`src/hdl/tcst_pkg.sv`:
```
// constants shared by the tcp connection state tracker
`default_nettype none

package tcst_pkg;

   // connection state codes
   localparam logic [2:0] ST_CLOSED   = 3'd0;
   localparam logic [2:0] ST_LISTEN   = 3'd1;
   localparam logic [2:0] ST_SYN_SENT = 3'd2;
   localparam logic [2:0] ST_SYN_RECV = 3'd3;
   localparam logic [2:0] ST_ESTAB    = 3'd4;

   // operation codes carried in req_tuser
   localparam logic [1:0] OP_SEGMENT      = 2'd0;
   localparam logic [1:0] OP_ACTIVE_OPEN  = 2'd1;
   localparam logic [1:0] OP_PASSIVE_OPEN = 2'd2;

   // segment flag bits
   localparam logic [5:0] FL_NONE = 6'h00;
   localparam logic [5:0] FL_FIN  = 6'h01;
   localparam logic [5:0] FL_SYN  = 6'h02;
   localparam logic [5:0] FL_PSH  = 6'h08;
   localparam logic [5:0] FL_ACK  = 6'h10;

   // control register indexes
   localparam logic [1:0] CSR_ACTIVE_ISN  = 2'd0;
   localparam logic [1:0] CSR_PASSIVE_ISN = 2'd1;
   localparam logic [1:0] CSR_RX_WINDOW   = 2'd2;

   // control register reset values
   localparam logic [31:0] ACTIVE_ISN_RST  = 32'd234893;
   localparam logic [31:0] PASSIVE_ISN_RST = 32'd4747;
   localparam logic [15:0] RX_WINDOW_RST   = 16'd512;

   // stream payload widths
   localparam int REQ_DATA_W = 88;
   localparam int RSP_DATA_W = 112;

endpackage : tcst_pkg

`default_nettype wire

```
`src/hdl/tcp_connection_state_tracker.sv`:
```
// top level of the tcp connection state tracker
`default_nettype none

// Tracks one tcp connection. Each request transaction is either an open command
// (active or passive, chosen by req_tuser) or the header of an arriving segment;
// each one gives exactly one response transaction with the reply segment to send
// (if any), the connection state after the item and the payload accepted. A
// request is taken into an input register, the state machine and its sequence
// and acknowledgement numbers are updated from that register, and the result
// lands in an output register. One transaction is accepted every clock cycle
// when the response side keeps up; the response is valid once the item has
// passed the input register and the output register. The rate is set by the
// state update loop (a 32-bit three-input add and a 32-bit compare). Control
// registers are written through the csr_ port and must only change while no
// transaction is in flight.
module tcp_connection_state_tracker
   import tcst_pkg::*;
(
   input  wire logic                  clock,
   input  wire logic                  reset,
   // request stream
   input  wire logic                  req_tvalid,
   output logic                       req_tready,
   // tdata: tcp_flags[5:0], seg_seq[37:6], seg_ack[69:38], payload_length[85:70], zero pad
   input  wire logic [REQ_DATA_W-1:0] req_tdata,
   // tuser: operation[1:0]
   input  wire logic [1:0]            req_tuser,
   // response stream
   output logic                       rsp_tvalid,
   input  wire logic                  rsp_tready,
   // tdata: send_valid[0], send_flags[6:1], send_seq[38:7], send_ack[70:39],
   // send_window[86:71], conn_state[89:87], deliver_payload[90],
   // accepted_length[106:91], zero pad
   output logic [RSP_DATA_W-1:0]      rsp_tdata,
   // control register write port
   input  wire logic                  csr_we,
   input  wire logic [1:0]            csr_addr,
   input  wire logic [31:0]           csr_wdata
);

   // control registers
   logic [31:0] act_isn_ff;
   logic [31:0] pas_isn_ff;
   logic [15:0] rx_win_ff;

   // input register
   logic        in_valid_ff, in_valid_in;
   logic [1:0]  in_op_ff;
   logic [5:0]  in_flags_ff;
   logic [31:0] in_seq_ff;
   logic [31:0] in_ack_ff;
   logic [15:0] in_len_ff;

   // connection state
   logic [2:0]  state_ff, state_in;
   logic [31:0] snd_seq_ff, snd_seq_in;
   logic [31:0] rcv_ack_ff, rcv_ack_in;

   // result register
   logic        rsp_valid_ff, rsp_valid_in;
   logic        send_valid_ff, send_valid_in;
   logic [5:0]  send_flags_ff, send_flags_in;
   logic        deliver_ff, deliver_in;
   logic [15:0] acc_len_ff, acc_len_in;
   logic [31:0] send_seq_ff;
   logic [31:0] send_ack_ff;
   logic [15:0] send_win_ff;

   // handshake and pipeline advance
   logic        advance;
   logic        req_fire;
   logic [2:0]  cur_state;
   logic        has_ack;
   logic [31:0] seq_plus_one;
   logic [31:0] seq_len_one;

   // the processing stage moves whenever the result register is free or draining
   assign advance    = ~rsp_valid_ff | rsp_tready;
   assign req_tready = ~in_valid_ff | advance;
   assign req_fire   = req_tvalid & req_tready;

   assign rsp_tvalid = rsp_valid_ff;
   assign rsp_tdata  = {5'd0, acc_len_ff, deliver_ff, state_ff, send_win_ff,
                        send_ack_ff, send_seq_ff, send_flags_ff, send_valid_ff};

   // control register writes
   always_ff @(posedge clock) begin
      if (reset) begin
         act_isn_ff <= ACTIVE_ISN_RST;
         pas_isn_ff <= PASSIVE_ISN_RST;
         rx_win_ff  <= RX_WINDOW_RST;
      end else if (csr_we) begin
         case (csr_addr)
            CSR_ACTIVE_ISN:  act_isn_ff <= csr_wdata;
            CSR_PASSIVE_ISN: pas_isn_ff <= csr_wdata;
            CSR_RX_WINDOW:   rx_win_ff  <= csr_wdata[15:0];
            default:         ;
         endcase
      end
   end

   // input register: holds the item until the processing stage takes it
   always_comb begin
      in_valid_in = in_valid_ff;
      if (req_fire) begin
         in_valid_in = 1'b1;
      end else if (advance) begin
         in_valid_in = 1'b0;
      end
   end

   always_ff @(posedge clock) begin
      if (reset) begin
         in_valid_ff <= 1'b0;
      end else begin
         in_valid_ff <= in_valid_in;
      end
   end

   always_ff @(posedge clock) begin
      if (req_fire) begin
         in_op_ff    <= req_tuser;
         in_flags_ff <= req_tdata[5:0];
         in_seq_ff   <= req_tdata[37:6];
         in_ack_ff   <= req_tdata[69:38];
         in_len_ff   <= req_tdata[85:70];
      end
   end

   // connection state machine, evaluated on the registered item
   assign cur_state    = (state_ff > ST_ESTAB) ? ST_CLOSED : state_ff;
   assign has_ack      = |(in_flags_ff & FL_ACK);
   assign seq_plus_one = in_seq_ff + 32'd1;
   assign seq_len_one  = in_seq_ff + {16'd0, in_len_ff} + 32'd1;

   always_comb begin
      state_in      = cur_state;
      snd_seq_in    = snd_seq_ff;
      rcv_ack_in    = rcv_ack_ff;
      send_valid_in = 1'b0;
      send_flags_in = FL_NONE;
      deliver_in    = 1'b0;
      acc_len_in    = 16'd0;
      case (in_op_ff)
         OP_ACTIVE_OPEN: begin
            state_in      = ST_SYN_SENT;
            snd_seq_in    = act_isn_ff;
            rcv_ack_in    = 32'd0;
            send_valid_in = 1'b1;
            send_flags_in = FL_SYN;
         end
         OP_PASSIVE_OPEN: begin
            if (cur_state == ST_CLOSED || cur_state == ST_LISTEN) begin
               state_in = ST_LISTEN;
            end
         end
         OP_SEGMENT: begin
            case (cur_state)
               ST_LISTEN: begin
                  // only a bare syn opens the connection
                  if (in_flags_ff == FL_SYN) begin
                     state_in      = ST_SYN_RECV;
                     snd_seq_in    = pas_isn_ff;
                     rcv_ack_in    = seq_plus_one;
                     send_valid_in = 1'b1;
                     send_flags_in = FL_SYN | FL_ACK;
                  end
               end
               ST_SYN_RECV: begin
                  if (has_ack && in_ack_ff == snd_seq_ff + 32'd1) begin
                     state_in   = ST_ESTAB;
                     snd_seq_in = in_ack_ff;
                  end
               end
               ST_SYN_SENT: begin
                  if (has_ack && |(in_flags_ff & FL_SYN)) begin
                     state_in      = ST_ESTAB;
                     rcv_ack_in    = seq_len_one;
                     snd_seq_in    = in_ack_ff;
                     send_valid_in = 1'b1;
                     send_flags_in = FL_ACK;
                  end
               end
               ST_ESTAB: begin
                  if (in_flags_ff == (FL_FIN | FL_ACK)) begin
                     // peer closes: answer fin+ack and drop to closed
                     state_in      = ST_CLOSED;
                     rcv_ack_in    = seq_len_one;
                     snd_seq_in    = in_ack_ff;
                     send_valid_in = 1'b1;
                     send_flags_in = FL_FIN | FL_ACK;
                  end else begin
                     if (has_ack) begin
                        snd_seq_in = in_ack_ff;
                        rcv_ack_in = rcv_ack_ff + {16'd0, in_len_ff};
                     end
                     if (has_ack && |(in_flags_ff & FL_PSH)) begin
                        deliver_in    = 1'b1;
                        send_valid_in = 1'b1;
                        send_flags_in = FL_ACK;
                     end
                     acc_len_in = in_len_ff;
                  end
               end
               default: ;
            endcase
         end
         default: ;
      endcase
   end

   // state and result valid
   always_comb begin
      rsp_valid_in = rsp_valid_ff;
      if (advance) begin
         rsp_valid_in = in_valid_ff;
      end
   end

   always_ff @(posedge clock) begin
      if (reset) begin
         state_ff     <= ST_CLOSED;
         snd_seq_ff   <= 32'd0;
         rcv_ack_ff   <= 32'd0;
         rsp_valid_ff <= 1'b0;
      end else begin
         rsp_valid_ff <= rsp_valid_in;
         if (advance && in_valid_ff) begin
            state_ff   <= state_in;
            snd_seq_ff <= snd_seq_in;
            rcv_ack_ff <= rcv_ack_in;
         end
      end
   end

   // result payload; reply numbers are the updated ones, zero when no reply
   always_ff @(posedge clock) begin
      if (advance && in_valid_ff) begin
         send_valid_ff <= send_valid_in;
         send_flags_ff <= send_flags_in;
         send_seq_ff   <= send_valid_in ? snd_seq_in : 32'd0;
         send_ack_ff   <= send_valid_in ? rcv_ack_in : 32'd0;
         send_win_ff   <= send_valid_in ? rx_win_ff : 16'd0;
         deliver_ff    <= deliver_in;
         acc_len_ff    <= acc_len_in;
      end
   end

`ifndef NO_ASSERTIONS
   // the stored state never leaves the defined codes
   a_state_range: assert property (@(posedge clock) disable iff (reset)
      state_ff <= ST_ESTAB)
      else $error("state register holds an undefined code");

   // a response without a reply carries zero reply fields
   a_no_reply_zero: assert property (@(posedge clock) disable iff (reset)
      (rsp_valid_ff && !send_valid_ff) |->
         (send_flags_ff == FL_NONE && send_seq_ff == 32'd0 &&
          send_ack_ff == 32'd0 && send_win_ff == 16'd0))
      else $error("reply fields set on a response without a reply");

   // payload delivery comes with an ack reply in the established state
   a_deliver_ack: assert property (@(posedge clock) disable iff (reset)
      (rsp_valid_ff && deliver_ff) |->
         (send_valid_ff && send_flags_ff == FL_ACK && state_ff == ST_ESTAB))
      else $error("payload delivered without ack in established state");

   // accepted length only reported while established
   a_len_estab: assert property (@(posedge clock) disable iff (reset)
      (rsp_valid_ff && acc_len_ff != 16'd0) |-> state_ff == ST_ESTAB)
      else $error("accepted length outside established state");

   // a held response keeps the connection state frozen
   a_stall_hold: assert property (@(posedge clock) disable iff (reset)
      (rsp_valid_ff && !rsp_tready) |=> $stable(state_ff))
      else $error("state changed while the response was stalled");
`endif

endmodule : tcp_connection_state_tracker

`default_nettype wire
```
`config.mk`:
```
export PLATFORM = sky130hd
export DESIGN_NAME = tcp_connection_state_tracker
export DESIGN_NICKNAME = d
export VERILOG_FILES = /design/src/hdl/tcst_pkg.sv /design/src/hdl/tcp_connection_state_tracker.sv
export SDC_FILE = /design/constraint.sdc
export NUM_CORES = 1
export LEC_CHECK = 0
export BUFFER_PORTS_ARGS = -buffer_cell sky130_fd_sc_hd__buf_2
export CORE_UTILIZATION = 49
export CTS_BUF_LIST = sky130_fd_sc_hd__clkbuf_4 sky130_fd_sc_hd__clkbuf_8
export DETAILED_ROUTE_END_ITERATION = 6
export GPL_TIMING_DRIVEN = 0
export HOLD_SLACK_MARGIN = 0.03
export PLACE_DENSITY = 0.71
export SETUP_SLACK_MARGIN = 0.1
export SYNTH_ARGS = -nofsm -noshare
export SYNTH_HDL_FRONTEND = slang
export SYNTH_SLANG_ARGS = --single-unit
```
`constraint.sdc`:
```
create_clock -name clock -period 6.55 [get_ports clock]
set_input_delay 0.3275 -clock clock [delete_from_list [all_inputs] [get_ports clock]]
set_output_delay 0.3275 -clock clock [all_outputs]
set_load 0.02 [all_outputs]
```
Yosys cells after proc, flatten, opt, wreduce, memory -nomap -nowiden:

Index checks and enable logic that the tools add are counted.

* register bits after elaboration: 341
* input bits: 129
* output and inout bits: 114
* logic and storage cells: 92

* add/subtract/negate cells: 5
* order comparisons: 1
* equal/unequal tests: 11
* mux-type cells: 35
* bitwise logic cells: 7
* reduce and logical (&&, ||, !) cells: 13

Operators with widths (count)
* $mux 32: 9
* $pmux 32 s2: 2
* $pmux 32 s4: 1
* $add 32x1->32 const B: 3
* $pmux 32 s3: 1
* $add 32x16->32: 2
* $eq 32x32->1: 1
* $mux 5: 4
* $mux 3: 6
* $pmux 5 s3: 1
* $pmux 3 s4: 1
* $pmux 5 s2: 1
* $pmux 3 s3: 1
* $eq 3x2->1 const B: 2
* $eq 6x2->1 const B: 1
* $eq 6x5->1 const B: 1
* $mux 1: 6
* $reduce_and 2->1: 3
* $eq 2x1->1 const B: 2
* $eq 2x2->1 const B: 2
* $logic_and 1x1->1: 4
* $logic_not 2->1: 2
* $not 1->1: 4
* $eq 3x1->1 const B: 1
* 10 further kinds: 11

Depth between registers and ports, before layout:

Gate-level depths: netlist of the first run.

* word-level depth: 6
* mapped depth: 14
* mapped depth without buffers: 13

Least setup slack after synthesis of the first run:

OpenSTA, ideal clock, no wires.

* path type: register to register
* start point: register rsp_valid_ff, in the netlist rsp_tvalid
* end point: register acc_len_ff[0] (enable)
* setup time: 504 ps
* data arrival time: 4193 ps
* required time: 6046 ps
* setup slack: 1853 ps
* stages on the path, launching flop included: 7
* buffers on the path: 3
* period minus slack after synthesis: 4697 ps
* cell sequence: dfxtp_1 nor2b_1 nand2b_1 clkbuf_1 inv_1 clkbuf_1 buf_1

* cells in the longest elaborated chain, start to end: 3

Ends and longest elaborated chain
* start, declared: RTL line tcp_connection_state_tracker.sv:60 `logic rsp_valid_ff, rsp_valid_in;`
* start signal, assigned: RTL line tcp_connection_state_tracker.sv:227 `rsp_valid_ff <= rsp_valid_in;`
* $not 1->1: RTL line tcp_connection_state_tracker.sv:78 `assign advance = ~rsp_valid_ff | rsp_tready;`
* $or 1x1->1: RTL line tcp_connection_state_tracker.sv:78
* $logic_and 1x1->1: RTL line tcp_connection_state_tracker.sv:238 `if (advance && in_valid_ff) begin`
* end signal, assigned: RTL line tcp_connection_state_tracker.sv:245 `acc_len_ff <= acc_len_in;`
* end, declared: RTL line tcp_connection_state_tracker.sv:64 `logic [15:0] acc_len_ff, acc_len_in;`

Every way passes these cells.
A chain may end at the register's enable or synchronous reset.

Final worst setup path of the first run:

* start point: register snd_seq_ff[0]
* end point: register send_seq_ff[29], data pin

* cells in the longest elaborated chain, start to end: 6

Ends and longest elaborated chain
* start, declared: RTL line tcp_connection_state_tracker.sv:56 `logic [31:0] snd_seq_ff, snd_seq_in;`
* start signal, assigned: RTL line tcp_connection_state_tracker.sv:230 `snd_seq_ff <= snd_seq_in;`
* $add 32x1->32: RTL line tcp_connection_state_tracker.sv:170 `if (has_ack && in_ack_ff == snd_seq_ff + 32'd1) begin`
* $eq 32x32->1: RTL line tcp_connection_state_tracker.sv:170
* $logic_and 1x1->1: RTL line tcp_connection_state_tracker.sv:170
* $mux 32: RTL line tcp_connection_state_tracker.sv:170
* $pmux 32 s4: RTL line tcp_connection_state_tracker.sv:158 `case (cur_state)`
* $pmux 32 s2: RTL line tcp_connection_state_tracker.sv:144 `case (in_op_ff)`
* end signal, assigned: RTL line tcp_connection_state_tracker.sv:241 `send_seq_ff <= send_valid_in ? snd_seq_in : 32'd0;`
* end, declared: RTL line tcp_connection_state_tracker.sv:65 `logic [31:0] send_seq_ff;`

Every way passes these cells.

==> flow_summary.yaml, run 1 <==
power:
  intPower_mw: 3.72
  swShare_pct: 28.5
  ir_worst_vdd_mv: 0.215
  power_density_nw_per_um2: 236
  p_leak_nw: 8.40
  power.switching_mw: 1.49
  p_comb_share_pct: 15.7
  total_power_mw: 5.21
  p_clk_share_pct: 37.8
  seqPwrFrac_pct: 46.5
clock_network:
  clk_path_buf_depth: 3
  cts_sinks: 338
  cts_tree: "done"
  cts_resized: 0
  cts_root_buffer: "clkbuf_8"
  clk_pin_slew_worst_paths_ns: 0.06
  clkLatencyLatePin_ns: 0.67
  htree_levels: 2
  post_cts_buffers: 0
  cts_inserted_buffers: 54
layout:
  area_delta_synth_final_pct: 23.7
  antenna_cells: 0
  final_common_cell: "nand2_1"
  layout_common_cells: "254 x nand2_1, 241 x buf_2, 189 x edfxtp_1, 157 x nor2_1, 149 x dfxtp_1"
  fin_cells: 2836
  fin_nets: 2494
  final_area_um2: 22100
  drive_above_1_share_pct: 15.7
global_routing:
  grt_pass1_vias: 16100
  grt_usage_pct: 34.8
  grt_antenna_before_repair: 1
  grt_max_degree: 46
  grt_pass1_wl_mm: 96.5
  gr-total-overflow: 0
worst_setup_path:
  cp.depth: 13
  worstSetupStartpointType: "flop"
  crit_path_end_kind: "flop"
  crit_slowest_cell: "nor2_1"
  worstPathArrival_ns: 5.41
  worst-path-buf-inv: 2
  cpLargestDelayFamily: "simple AND/OR/NAND/NOR gates"
  path_class: "reg -> reg"
  path_cells: "ha_1 -> nand3_1 -> nor2_1 -> nand3_1 -> xnor2_1 -> a2111oi_0 -> and3_1 -> nand4_1 -> or4_1 -> clkbuf_1 -> clkbuf_1 -> a221o_1 -> a22o_1"
  cpPeakStageDelay_ns: 0.80
  path_max_fanout: 10
  rr_worst_depth: 13
  required_ns: 6.94
timing:
  tns_ns: 0
  rsz0062_at_grt: "false"
  period_share_pct: 76.8
  hold_ws_ns: 0.0911
  clock_skew_ns: 0.0357
  fin_crit_ns: 5.03
  fmax_mhz: 199
  relSlewSlack_pct: 19.5
  hold_viol: 0
  slew_violations: 0
  setup_viol: 0
  max_slew.worst_pin.slew_ns: 1.20
floorplan:
  core_um2: 35700
  rows: 69
  floorplan.die_area_um2: 37300
  die_w_um: 193
  die_h_um: 193
  start_util_pct: 50.0
  ioPinCount: 243
synthesis:
  synth_area_um2: 17900
  yosysSeqAreaShare_pct: 48.4
  ys_top_cells_by_area: "edfxtp_1 32%, dfxtp_1 17%, nand2_1 5.3%"
  yosys_most_used_dff: "edfxtp_1"
  synthCells: 1908
  synth-seq-cells: 338
  async_reset_ff_share_pct: 0
  synth_edf_count: 189
  yosysWarnings: 0
  synth_top_area_cell: "edfxtp_1"
  netlist.area_leader.share_pct: 31.7
  syn_area_per_cell_um2: 9.37
  ys_types: 80
place:
  portBuffers: 231
  hpwl_mm: 47.3
  place_inst: 2612
  placed_area_um2: 19700
  gp_congestion: 0.977
route:
  wirelength_mm: 65.3
  num_vias: 17300
  drc_errors: 22
  vias_per_cell: 6.11
  detail_route.wl_per_cell_um: 23.0
  drtIter0Drc: 1819
  dr.pass1.iters: 7
  ant_nets: 0
worst_hold_path:
  hp-class: "in -> reg"
  whs_path_depth: 4
run_status:
  violations: "design-rule violations"
  status: "finished with violations"
job:
  cap_violations: 0
timing repair:
item / CTS / global route
hold buffers: 122 / 0
setup endpoints to repair: 0 / 0
hold endpoints to repair: 170 / 0
through the flow:
| step | worst slack [ns] | util [%] |
|---|---|---|
| final | 1.52 | 61.9 |
| after global routing | 1.38 | 61.9 |
| after CTS | 1.63 | 61.9 |
| after detailed placement | 1.68 | 55.2 |
| after global placement | -0.245 | 55.0 |
| after floorplan | 1.85 | - |
worst register-to-register path: cells and delay by family, from the launching register on:
kind	cells	cell delay, ns
AOI/OAI and AO/OA	3	1.03
xor gates and xnor gates	1	0.20
adders and majority gates	1	0.30
buffers and inverters	2	0.61
DFF	1	0.49
and+or+nand+nor	6	2.12
flip-flops by register name, summed over array words and instances, names as in the netlist, 2 cells and up:
name / count
acc_len_ff: 16
act_isn_ff: 32
in_ack_ff: 32
in_flags_ff: 6
in_len_ff: 16
in_op_ff: 2
in_seq_ff: 32
pas_isn_ff: 32
rcv_ack_ff: 32
rx_win_ff: 16
send_ack_ff: 32
send_flags_ff: 3
send_seq_ff: 32
send_win_ff: 16
snd_seq_ff: 32
state_ff: 3
layer usage:
layer / wire [um] / track usage [%]
met4: 1540 / 10.4
met3: 6800 / 6.75
met5: 0 / 0
met2: 27800 / 51.3
met1: 29100 / 51.4
cell usage after synthesis (12+ instances only):
master	instances
xnor2_1	57
a21o_1	46
and3_1	30
or3_1	15
a221o_1	37
a22o_1	33
o211ai_1	14
edfxtp_1	189
ha_1	34
a21oi_1	148
o31ai_1	12
o21ai_0	82
and2_1	25
a211oi_1	15
nand3_1	75
nand4_1	27
nor2b_1	41
xor2_1	41
clkbuf_1	98
nor2_1	157
nor3_1	32
nand2_1	254
dfxtp_1	149
inv_1	28
o21a_1	46
o22ai_1	36
final timing paths:
path                      start              end  slack (ns)
setup / recovery  snd_seq_ff[0]  send_seq_ff[29]        1.52
hold / removal      csr_addr[1]    pas_isn_ff[4]        0.09
setup reg to reg  snd_seq_ff[0]  send_seq_ff[29]        1.52
hold reg to reg   rx_win_ff[14]    rx_win_ff[14]        0.45
cell families (layout without fill, tap and decap cells):
kind of cell             Yosys count  in the layout  share of synthesized area, %
multiplexers                       5              5                         0.287
adder cells (fa/ha/maj)           36             36                          2.60
AO/OA/AOI/OAI                    560            560                          21.2
AND/OR/NAND/NOR                  718            718                          19.2
buffers and inverters            152            612                          3.56
other                              1              8                        0.0210
flip-flops                       338            338                          48.4
XOR/XNOR                          98             98                          4.80
power by group through the flow:
| stage | combinational [mW] | clock [mW] | sequential [mW] |
|---|---|---|---|
| final | 0.818 | 1.97 | 2.42 |
| after global routing | 0.878 | 2.07 | 2.43 |
| after CTS | 0.797 | 1.98 | 2.42 |
| after detailed placement | 0.736 | 0 | 2.47 |
| after global placement | 0.717 | 0 | 2.47 |
| after floorplan | 0.439 | 0 | 2.48 |
cell type report:
cell class	count	area (um2)
Inverter	31	116
Clock inverter	19	151
Sequential cell	338	8660
Clock buffer	83	1010
Buffer	121	522
Multi-Input combinational cell	1425	8620
Fill cell	3048	13600
Timing Repair Buffer	358	2470
Tap cell	461	577
(Power assumes the default switching activity.)
==> inputs of run 2 (changes only) <==
--- a/config.mk
+++ b/config.mk
@@ -5,13 +5,14 @@
 export SDC_FILE = /design/constraint.sdc
 export NUM_CORES = 1
 export LEC_CHECK = 0
+export ABC_AREA = 1
 export BUFFER_PORTS_ARGS = -buffer_cell sky130_fd_sc_hd__buf_2
 export CORE_UTILIZATION = 49
 export CTS_BUF_LIST = sky130_fd_sc_hd__clkbuf_4 sky130_fd_sc_hd__clkbuf_8
 export DETAILED_ROUTE_END_ITERATION = 6
 export GPL_TIMING_DRIVEN = 0
 export HOLD_SLACK_MARGIN = 0.03
-export PLACE_DENSITY = 0.71
+export PLACE_DENSITY = 0.7
 export SETUP_SLACK_MARGIN = 0.1
 export SYNTH_ARGS = -nofsm -noshare
 export SYNTH_HDL_FRONTEND = slang
==> constraint.sdc (replaced) <==
create_clock -name clock -period 5.2 [get_ports clock]
set_input_delay 0.26 -clock clock [delete_from_list [all_inputs] [get_ports clock]]
set_output_delay 0.26 -clock clock [all_outputs]
set_load 0.02 [all_outputs]
==> run 2 against run 1 <==
Compared with the run above: the flow now finishes without violations; clock power increased by 38%; cell count is 34% higher; synthesized area increased by 14%; routed wire length is 30% higher; count of clock-buffer cells in the layout down 6; total power up 38%; die area up 14%; utilization decreased by 1.2 points; critical endpoint is now send_seq_ff[31]; highest routed layer is now met5.
==> flow_summary.yaml, run 2 <==
synthesis:
  yosysMostFrequentCell: "nand2_1"
  syn_area_per_cell_um2: 7.26
  synth_top_family_by_area: "simple AND/OR/NAND/NOR gates"
  synth_top_area_cell: "edfxtp_1"
  netlist.area_leader.share_pct: 27.9
  yosysSeqAreaShare_pct: 42.5
  yosys.area_share.simple_pct: 27.4
  synthTopCellsByCount: "585 x nand2_1, 374 x inv_1, 280 x nand3_1, 269 x nor2_1, 244 x a21oi_1"
  synth_compound_area_share_pct: 15.5
  async_reset_ff_share_pct: 0
  synthCells: 2805
  synthMuxAreaShare_pct: 0
  synth_area_um2: 20400
  yosys_most_used_dff: "edfxtp_1"
  synth_fa_ha_area_share_pct: 2.29
  ys_types: 50
  synth_xor_area_share_pct: 2.18
  ys_top_cells_by_area: "edfxtp_1 28%, dfxtp_1 15%, nand2_1 11%"
  yosysWarnings: 0
  synth_edf_count: 189
  synth-seq-cells: 338
clock_network:
  cts_resized: 0
  clk_pin_slew_worst_paths_ns: 0.07
  cts_tree: "done"
  clk_path_buf_depth: 3
  cts_root_buffer: "clkbuf_8"
  clkLatencyLatePin_ns: 0.71
  cts_sinks: 338
  cts_inserted_buffers: 55
  htree_levels: 2
layout:
  fin_nets: 3394
  area_delta_synth_final_pct: 21.9
  post-route-util_pct: 60.7
  layout_common_cells: "585 x nand2_1, 373 x inv_1, 280 x nand3_1, 269 x nor2_1, 247 x buf_2"
  num-fill-cells: 3710
  final_common_cell: "nand2_1"
  drive_above_1_share_pct: 12.2
worst_setup_path:
  reg2reg_from: "in_flags_ff[1]"
  worstSetupStartpointType: "flop"
  rr_endpoint: "send_seq_ff[31]"
  path_class: "reg -> reg"
  worstPathArrival_ns: 4.27
  required_ns: 5.60
  crit_path_end_kind: "flop"
  path_max_fanout: 10
  rr_worst_depth: 12
  ff2ff_setup_slack_ns: 1.33
power:
  seqPwrFrac_pct: 43.6
  swShare_pct: 31.2
  power_density_nw_per_um2: 289
  ir_worst_vdd_mv: 0.257
  total_power_mw: 7.18
  p_clk_share_pct: 37.9
  p_leak_nw: 10.6
  power.switching_mw: 2.24
  p_comb_share_pct: 18.5
  intPower_mw: 4.94
route:
  drc_errors: 0
  dr.pass1.iters: 6
  ant_nets: 0
  vias_per_cell: 5.84
  drtIter0Drc: 3024
  detail_route.wl_per_cell_um: 22.3
  wirelength_mm: 85.2
  num_vias: 22300
timing:
  clock_skew_ns: 0.0511
  max_slew.worst_pin.slew_ns: 1.20
  relSlewSlack_pct: 19.7
  fmax_mhz: 259
  hold_viol: 0
  setup_viol: 0
  fin_ws_ns: 1.33
  rsz0062_at_grt: "false"
  period_share_pct: 74.3
  fin_crit_ns: 3.87
  slew_violations: 0
global_routing:
  grt_pass1_wl_mm: 124
  gr-total-overflow: 0
  grt_usage_pct: 39.7
  grt_antenna_before_repair: 4
  grt_max_degree: 48
  grt_pass1_vias: 20500
floorplan:
  start_util_pct: 49.7
  floorplan.die_area_um2: 42400
  die_w_um: 206
  core_um2: 40900
  rows: 74
  ioPinCount: 243
  die_h_um: 206
worst_hold_path:
  hold_start: "reset"
  min_to: "rx_win_ff[7]"
  whs_path_depth: 5
  hp-class: "in -> reg"
place:
  dp_slack_ns: 1.51
  gp_congestion: 1.02
  portBuffers: 232
  hpwl_mm: 63.4
run_status:
  status: "complete, no violations"
job:
  cap_violations: 0
## run 2: changes by cell type after synthesis, moves of 46 or more
cell     previous run  this run
inv_1              28       374
nand3_1            75       280
nor2_1            157       269
a21oi_1           148       244
nand2_1           254       585
o21ai_0            82       216
a21o_1             46         0
## run 2: power groups by stage
| stage | clock [mW] | sequential, mW | combinational, mW |
|---|---|---|---|
| floorplan | 0 | 3.17 | 0.733 |
| global placement | 0 | 3.18 | 1.16 |
| detailed placement | 0 | 3.17 | 1.19 |
| CTS | 2.71 | 3.12 | 1.27 |
| global route | 2.84 | 3.14 | 1.43 |
| finish | 2.72 | 3.13 | 1.33 |
## run 2: final cells by class
cell class	instances	area [um2]	area share, %
antenna	4	10.0	0.0403
buffer	144	642	2.59
clock buffer	77	966	3.89
clock inverter	26	312	1.25
inverter	380	1430	5.76
multi-input combinational	1950	9670	38.9
sequential	338	8660	34.9
tap	532	666	2.68
timing repair buffer	360	2480	9.99
## run 2: metrics by stage
stage / hold WS (ns) / instances / cell area [um2] / TNS (ns)
floorplan: 0.359 / 2812 / 20400 / 0
global placement: 0.436 / 3576 / 22200 / -173.65
detailed placement: 0.438 / 3579 / 22300 / 0
CTS: 0.132 / 3807 / 24800 / 0
global route: 0.216 / 3807 / 24800 / 0
finish: 0.175 / 3811 / 24800 / 0
## run 2: worst max-delay path by stage
stage / depth (start not counted) / end / slack (ns) / start
floorplan: 5 / acc_len_ff[0] / 0.78 / rsp_tvalid
global placement: 7 / send_seq_ff[27] / -1.61 / rsp_tready
detailed placement: 9 / acc_len_ff[11] / 1.51 / in_flags_ff[3]
CTS: 9 / acc_len_ff[11] / 1.51 / in_flags_ff[3]
global route: 11 / send_ack_ff[1] / 1.24 / in_flags_ff[1]
finish: 12 / send_seq_ff[31] / 1.33 / in_flags_ff[1]
## run 2: repair_timing
item	in CTS	in global routing
setup buffers	0	0
hold endpoints to repair	170	0
hold buffers	125	0
endpoints found under the setup margin	0	0
## run 2: cell families after synthesis
| kind of cell | Yosys count |
|---|---|
| and+or+nand+nor | 1285 |
| AOI/OAI and AO/OA | 572 |
| buffers and inverters | 524 |
| DFF | 338 |
| xor gates and xnor gates | 49 |
| adders and majority gates | 36 |
| other | 1 |
## run 2: worst max-delay path: stages, from the launching register on
cell	delay [ns]
edfxtp_1	0.52
nand2_1	0.12
nor3_1	0.05
nand2_1	0.32
inv_1	0.12
nand2_1	0.13
clkbuf_1	0.61
a31oi_1	0.41
inv_1	0.12
nand2_1	0.08
inv_2	0.26
clkbuf_1	0.65
a21oi_1	0.19
## run 2: layer usage
layer | wire [um] | up-vias | track usage (%)
met5 | 23 | - | 0
met4 | 2070 | 4 | 11.9
met3 | 11700 | 151 | 11.4
met2 | 34500 | 1438 | 55.6
met1 | 36800 | 10400 | 58.4
li1 | - | 10300 | -
